--- src/mbrc_pkg.sv ---
// ----------------------------------------------------------------------------
// Modbus RTU response checker package
// Transfer types, status codes and the byte-wide CRC-16 update shared by the
// modules of the response checker.
// ----------------------------------------------------------------------------
package mbrc_pkg;

   // Kind of item on the request channel.
   localparam logic ITEM_BYTE = 1'b0;
   localparam logic ITEM_IDLE = 1'b1;

   // Frame verdicts reported in the status field.
   localparam logic [2:0] STATUS_KEPT       = 3'd0;
   localparam logic [2:0] STATUS_NO_REQUEST = 3'd1;
   localparam logic [2:0] STATUS_EXCEPTION  = 3'd2;
   localparam logic [2:0] STATUS_CRC_ERROR  = 3'd3;
   localparam logic [2:0] STATUS_OVERFLOW   = 3'd4;
   localparam logic [2:0] STATUS_OK         = 3'd5;

   localparam logic [15:0] CRC_START = 16'hFFFF;
   localparam logic [15:0] CRC_POLY  = 16'hA001;
   localparam logic [7:0]  EXC_BIT   = 8'h80;

   typedef struct packed {
      logic       req_type;
      logic [7:0] rx_byte;
      logic       request_pending;
   } req_item_type;

   typedef struct packed {
      logic [2:0]  status;
      logic [7:0]  frame_address;
      logic [6:0]  function_code;
      logic        is_exception;
      logic [7:0]  exception_code;
      logic [8:0]  frame_length;
      logic [31:0] good_frame_count;
      logic [31:0] crc_error_count;
      logic        transaction_done;
   } rsp_item_type;

   // One byte of the reflected CRC-16, least significant bit first.
   function automatic logic [15:0] crc_byte(input logic [15:0] crc, input logic [7:0] data);
      logic [15:0] c;
      c = crc ^ {8'h00, data};
      for (int k = 0; k < 8; k++) begin
         if (c[0]) begin
            c = (c >> 1) ^ CRC_POLY;
         end else begin
            c = c >> 1;
         end
      end
      return c;
   endfunction

endpackage

--- src/mbrc_frame_core.sv ---
// ----------------------------------------------------------------------------
// Modbus RTU response checker frame core
// Keeps the running CRC, byte count, header bytes and frame counters, and
// works out the verdict for a frame on a line-idle item.
// ----------------------------------------------------------------------------
module mbrc_frame_core #(
   parameter int MAX_FRAME_BYTES = 255
) (
   input  logic                   clock,
   input  logic                   reset,
   input  logic                   advance,
   input  mbrc_pkg::req_item_type item_data,
   output mbrc_pkg::rsp_item_type result
);

   localparam int CW = $clog2(MAX_FRAME_BYTES + 2);
   localparam logic [CW-1:0] COUNT_LIMIT = CW'(MAX_FRAME_BYTES + 1);
   localparam logic [CW-1:0] COUNT_MAX   = CW'(MAX_FRAME_BYTES);
   localparam logic [CW-1:0] MIN_FRAME   = CW'(4);
   localparam logic [CW-1:0] MIN_EXC     = CW'(5);

   logic [15:0]   crc_ff,    crc_in;
   logic [CW-1:0] count_ff,  count_in;
   logic [7:0]    first_ff,  first_in;
   logic [7:0]    second_ff, second_in;
   logic [7:0]    third_ff,  third_in;
   logic [31:0]   good_ff,   good_in;
   logic [31:0]   errors_ff, errors_in;

   logic [2:0]    status;
   logic          is_exc;
   logic          crc_ok;
   logic [CW+8:0] count_ext;

   assign is_exc    = (second_ff & mbrc_pkg::EXC_BIT) != 8'h00;
   assign crc_ok    = crc_ff == 16'h0000;
   assign count_ext = {9'b0, count_ff};

   always_comb begin
      if (count_ff < MIN_FRAME) begin
         status = mbrc_pkg::STATUS_KEPT;
      end else if (!item_data.request_pending) begin
         status = mbrc_pkg::STATUS_NO_REQUEST;
      end else if (is_exc) begin
         if (count_ff < MIN_EXC) begin
            status = mbrc_pkg::STATUS_KEPT;
         end else if (!crc_ok) begin
            status = mbrc_pkg::STATUS_CRC_ERROR;
         end else begin
            status = mbrc_pkg::STATUS_EXCEPTION;
         end
      end else if (count_ff > COUNT_MAX) begin
         status = mbrc_pkg::STATUS_OVERFLOW;
      end else if (!crc_ok) begin
         status = mbrc_pkg::STATUS_CRC_ERROR;
      end else begin
         status = mbrc_pkg::STATUS_OK;
      end
   end

   always_comb begin
      crc_in    = crc_ff;
      count_in  = count_ff;
      first_in  = first_ff;
      second_in = second_ff;
      third_in  = third_ff;
      good_in   = good_ff;
      errors_in = errors_ff;
      if (item_data.req_type == mbrc_pkg::ITEM_BYTE) begin
         crc_in = mbrc_pkg::crc_byte(crc_ff, item_data.rx_byte);
         if (count_ff == CW'(0)) begin
            first_in = item_data.rx_byte;
         end else if (count_ff == CW'(1)) begin
            second_in = item_data.rx_byte;
         end else if (count_ff == CW'(2)) begin
            third_in = item_data.rx_byte;
         end
         if (count_ff < COUNT_LIMIT) begin
            count_in = count_ff + CW'(1);
         end
      end else begin
         if (status == mbrc_pkg::STATUS_OK || status == mbrc_pkg::STATUS_EXCEPTION) begin
            good_in = good_ff + 32'd1;
         end
         if (status == mbrc_pkg::STATUS_CRC_ERROR) begin
            errors_in = errors_ff + 32'd1;
         end
         if (status != mbrc_pkg::STATUS_KEPT) begin
            crc_in    = mbrc_pkg::CRC_START;
            count_in  = '0;
            first_in  = 8'h00;
            second_in = 8'h00;
            third_in  = 8'h00;
         end
      end
   end

   always_ff @(posedge clock) begin
      if (reset) begin
         crc_ff    <= mbrc_pkg::CRC_START;
         count_ff  <= '0;
         first_ff  <= 8'h00;
         second_ff <= 8'h00;
         third_ff  <= 8'h00;
         good_ff   <= 32'd0;
         errors_ff <= 32'd0;
      end else if (advance) begin
         crc_ff    <= crc_in;
         count_ff  <= count_in;
         first_ff  <= first_in;
         second_ff <= second_in;
         third_ff  <= third_in;
         good_ff   <= good_in;
         errors_ff <= errors_in;
      end
   end

   always_comb begin
      result.status           = status;
      result.frame_address    = first_ff;
      result.function_code    = second_ff[6:0];
      result.is_exception     = is_exc;
      result.exception_code   = (status == mbrc_pkg::STATUS_EXCEPTION) ? third_ff : 8'h00;
      result.frame_length     = count_ext[8:0];
      result.good_frame_count = good_in;
      result.crc_error_count  = errors_in;
      result.transaction_done = (status == mbrc_pkg::STATUS_OK) ||
                                (status == mbrc_pkg::STATUS_EXCEPTION);
   end

endmodule

--- config.mk ---
export PLATFORM = sky130hd
export DESIGN_NAME = mbrc_frame_core
export DESIGN_NICKNAME = d
export VERILOG_FILES = /design/src/mbrc_pkg.sv /design/src/mbrc_frame_core.sv
export SDC_FILE = /design/constraint.sdc
export NUM_CORES = 1
export LEC_CHECK = 0
export BUFFER_PORTS_ARGS = -buffer_cell sky130_fd_sc_hd__buf_2
export CORE_MARGIN = 3
export CORE_UTILIZATION = 42
export DETAILED_ROUTE_END_ITERATION = 6
export GPL_ROUTABILITY_DRIVEN = 0
export HOLD_SLACK_MARGIN = 0.08
export PLACE_DENSITY = 0.65
export SYNTH_ARGS = -nofsm -noshare
export SYNTH_HDL_FRONTEND = slang
export SYNTH_SLANG_ARGS = --single-unit
export TNS_END_PERCENT = 50
--- constraint.sdc ---
create_clock -name clock -period 3.6 [get_ports clock]
set_clock_uncertainty 0.05 [all_clocks]
set_input_delay 0.18 -clock clock [delete_from_list [all_inputs] [get_ports clock]]
set_output_delay 0.18 -clock clock [all_outputs]
set_load 0.03 [all_outputs]
* Yosys cells after proc, flatten, opt, wreduce, memory -nomap -nowiden
Index checks and enable logic that the tools add are counted.
** Storage, ports and cells
- Flip-flop bits (word level) :: 113
- Bits of input ports :: 13
- Output and inout bits :: 101
- Logic and storage cells :: 86
** Cells by class
- Add/subtract/negate cells :: 3
- Order comparisons :: 4
- Equality and inequality tests :: 8
- Multiplexer cells :: 42
- Bitwise operators :: 9
- Reduce and logical (&&, ||, !) cells :: 13
** Operators with widths (count)
- 16-bit 2-to-1 mux :: 17
- 32-bit 2-to-1 mux :: 4
- 8-bit 2-to-1 mux :: 11
- 32-bit by 1-bit adder with 32-bit output, second input constant :: 2
- 9-bit 2-to-1 mux :: 3
- 2-bit NOT with 3-bit output :: 8
- 9-bit by 3-bit less-than comparator with 1-bit output, second input constant :: 2
- 3-bit 2-to-1 mux :: 6
- 16-bit logical NOT :: 1
- 16-bit by 8-bit XOR with 16-bit output :: 1
- 9-bit by 1-bit adder with 9-bit output, second input constant :: 1
- 9-bit by 1-bit equality test with 1-bit output, second input constant :: 1
- 9-bit by 2-bit equality test with 1-bit output, second input constant :: 1
- 9-bit by 8-bit greater-than comparator with 1-bit output, second input constant :: 1
- 9-bit logical NOT :: 1
- 9-bit less-than comparator, second input constant :: 1
- 2-bit nonzero test :: 4
- 3-bit by 2-bit equality test with 1-bit output, second input constant :: 2
- 3-bit AND reduction :: 2
- 5-bit AND reduction :: 1
- 2-bit inequality test, second input constant :: 2
- 4-bit AND reduction :: 1
- 3-bit equality test, second input constant :: 1
- 3-bit nonzero test :: 1
- other kinds (4) :: 4

* Longest topological paths before layout
- Depth in word-level cells :: 25
- Depth in mapped cells :: 11
- Gate-level depth less buffers :: 8

* Worst setup path after synthesis
OpenSTA, ideal clock, no wires.
- Path kind :: reg2out
- Start point :: register count_ff[3]
- End point :: output port result[43] in the netlist's numbering
- Arrival time :: 2.893 ns
- Required time :: 3.370 ns
- Slack :: 0.477 ns
- Stages on the path, launching flop included :: 12
- Path buffers :: 3
- Path through :: dfxtp_1 > and4_1 > and2_1 > and3_1 > ha_1 > o311a_1 > buf_2 > nand4_1 > buf_4 > buf_6 > nor3_1 > xor2_1
** RTL lines
- from (decl) :: line mbrc_frame_core.sv:23 : logic [CW-1:0] count_ff, count_in;
- from (signal assigned) :: line mbrc_frame_core.sv:109 : count_ff <= count_in;
- to (decl) :: line mbrc_frame_core.sv:13 : output mbrc_pkg::rsp_item_type result

==> results.py <==
metrics = {
    "synth": {
        "async_flop_share_pct": 0,
        "syn_nets": 880,
        "synth_top_area_share_pct": 33.1,
        "yosys.area.top_type": "dfxtp_1",
        "ys_warn_count": 0,
        "syn_inst": 860,
        "synth_most_common_cell": "dfxtp_1",
        "ys_ff_latch": 113,
        "ys_types": 55,
        "yosysSeqAreaShare_pct": 33.1,
        "netlist_top_cells_area": "dfxtp_1 33%, a21oi_1 6.9%, xor2_1 6.4%, o31ai_1 4.6%, or4_1 4.5%",
        "yosys_most_used_dff": "dfxtp_1",
        "synth_common_cells": "113 x dfxtp_1, 94 x a21oi_1, 53 x nand3_1, 50 x xor2_1, 49 x nand2_1",
        "avgSynthCellArea_sq_um": 7.95,
        "synth_edf_count": 0,
        "syn_area_sq_um": 6840,
    },
    "worst_setup_path": {
        "arrival_ps": 3130,
        "reg2reg_from": "count_ff[3]",
        "startpoint": "errors_ff[3]",
        "path_max_fanout": 15,
        "startpoint_type": "flip-flop",
        "endpoint_kind": "output pin",
        "path_class": "flip-flop to output pin",
        "crit_required_ps": 3370,
    },
    "routing": {
        "drtPass1Iterations": 5,
        "avgViaCountPerCell": 5.76,
        "wl_per_cell_microns": 16.0,
        "antenna_left": 0,
        "route.detailed.drc": 0,
        "vias": 6770,
        "drt-total-wl_mm": 18.9,
        "drt-initial-drc-count": 522,
    },
    "finish": {
        "multi_input_area_sq_um": 4180,
        "diodes": 0,
        "seq_area_sq_um": 2260,
        "fin_util_pct": 51.8,
        "layout.nets": 967,
        "area_delta_synth_final_pct": 20.3,
        "fill_cells": 1540,
        "drive_gt1_share_pct": 18.3,
    },
    "sta": {
        "slew_viol_final": 0,
        "period_needed_ps": 3360,
        "slew_headroom_pct": 33.0,
        "fmax_ghz": 0.297,
        "setup_viol": 0,
        "final.setup.tns_ps": 0,
        "worst_slew_pin_slew_ps": 998,
        "hold_viol": 0,
        "rsz0062_at_grt": "no",
        "min_period_over_period_pct": 93.4,
    },
    "global_route": {
        "grt_use_met1_pct": 29.5,
        "grt_pass1_vias": 6025,
        "antenna_found_initial": 0,
        "top_usage_layer": "met2",
        "met2_usage_pct": 31.0,
        "grt_pass1_wl_mm": 30.6,
        "grt_overflow": 0,
        "grt_max_degree": 62,
        "grt_util_met3_pct": 5.25,
        "grt_util_all_layers_pct": 20.8,
    },
    "power_and_ir_drop": {
        "leakage_nw": 3.20,
        "p_switching_mw": 0.828,
        "power_density_nw_per_um2": 427,
        "p_comb_share_pct": 8.9,
        "clkPwrFrac_pct": 53.8,
        "swShare_pct": 23.6,
        "p_int_mw": 2.68,
        "irDropWorstVdd_v": 0.000293,
        "power_mw": 3.51,
        "seqPwrFrac_pct": 37.3,
    },
    "placement": {
        "dp_hpwl_mm": 12.4,
        "port_buffers": 113,
    },
    "clocking": {
        "cts.clk_slew.worst_paths_ps": 50,
        "clock_path_buffers": 2,
        "clock_sinks": 113,
        "numCtsBuffers": 17,
        "h-tree-depth": 4,
        "ctsRootBufferMaster": "clkbuf_16",
        "worstSkewPairLatency_ps": 420,
        "cts_tree": "yes",
    },
    "min_path": {
        "hold_path.class": "input port to flip-flop",
        "min-delay-start": "reset",
    },
    "floorplanning": {
        "num_rows": 46,
        "start_util_pct": 43.1,
        "die_w_microns": 134,
        "ios": 114,
        "fp.dieArea_sq_um": 17900,
        "die_y_microns": 134,
        "fp.coreArea_sq_um": 15900,
    },
    "flow_run": {
        "maxCapViolations": 0,
    },
    "outcome": {
        "status": "completed",
    },
}
[state kept, by name, summed over array words and instances, names as in the netlist]
| name | count |
|---|---|
| good_ff | 32 |
| count_ff | 9 |
| first_ff | 8 |
| errors_ff | 32 |
| second_ff | 8 |
| crc_ff | 16 |
| third_ff | 8 |
[path summary, 6_finish.rpt]
check | slack, ps | end | cells after the start
setup / recovery | 240 | result[29] | 6
hold / removal | 150 | good_ff[24] | 2
setup reg to reg | 470 | errors_ff[9] | 9
hold reg to reg | 420 | third_ff[2] | 2
[critical path: stages, from the launching register on]
cell and delay [ps]:
dfxtp_1 460, nand4_1 150, or4_1 800, or3_1 630, nor3_1 280, xor2_1 180, buf_2 220
[per-stage QoR]
stage	hold slack (ps)	cell area, sq um	worst slack, ps	std cells
after floorplan	293	6840	477	860
after global placement	412	7480	545	1135
after detailed placement	423	7480	450	1135
after CTS	145	8220	104	1176
after global routing	173	8230	21.1	1176
final	150	8230	237	1176
[power groups by stage]
stage / combinational [mW] / clock [mW] / sequential (mW)
after CTS: 0.313 / 1.91 / 1.31
after global routing: 0.340 / 1.96 / 1.31
final: 0.314 / 1.89 / 1.31
after detailed placement: 0.305 / 0 / 1.34
after global placement: 0.303 / 0 / 1.34
after floorplan: 0.221 / 0 / 1.34
[placed cells by master (no fill, tap or decap), types with 16 or more instances in the layout]
| cell type | netlist | layout |
|---|---|---|
| nor3_1 | 41 | 41 |
| buf_4 | 7 | 16 |
| nand4_1 | 32 | 32 |
| nand2_1 | 49 | 49 |
| a21oi_1 | 94 | 94 |
| inv_1 | 18 | 18 |
| dfxtp_1 | 113 | 113 |
| o21ai_1 | 36 | 36 |
| xor2_1 | 50 | 50 |
| xnor2_1 | 35 | 35 |
| nor2_1 | 41 | 41 |
| clkbuf_16 | 0 | 17 |
| o21ai_0 | 23 | 23 |
| or4_1 | 41 | 41 |
| buf_2 | 16 | 112 |
| or3_1 | 20 | 20 |
| o31ai_1 | 42 | 42 |
| nand3_1 | 53 | 53 |
[kinds of logic (layout without fill, tap and decap cells)]
kind of cell | Yosys count | count (layout) | share of synthesized area [%]
fa+ha+maj | 7 | 7 | 1.28
mux | 5 | 5 | 0.823
xor+xnor | 87 | 87 | 11.5
compound gates | 219 | 219 | 19.2
buf+inv | 89 | 189 | 5.89
simple gates | 340 | 340 | 28.2
flops | 113 | 113 | 33.1
[layer usage]
layer	part of all wire (%)	wire length, microns
met5	0	0
met4	1.4	264
met2	45	8400
met3	5.8	1100
met1	48	9090
[final cells by class]
cell class                 count  area share [%]
multi-input combinational    658            50.8
sequential                   113            27.5
timing repair buffer         138            9.63
clock buffer                  22            5.76
tap                          216            3.29
clock inverter                10            2.19
inverter                      19           0.867
[repair_timing]
| item | 4_1_cts | 5_1_grt |
|---|---|---|
| pin swaps | 1 | 0 |
| hold buffers | 8 | 0 |
| cloned | 0 | 0 |
| endpoints found under the hold margin | 24 | 0 |
| gates resized for setup | 0 | 2 |
| endpoints found under the setup margin | 5 | 16 |
| buffers inserted | 1 | 0 |
Note: power is estimated with default switching activity, not from simulation.
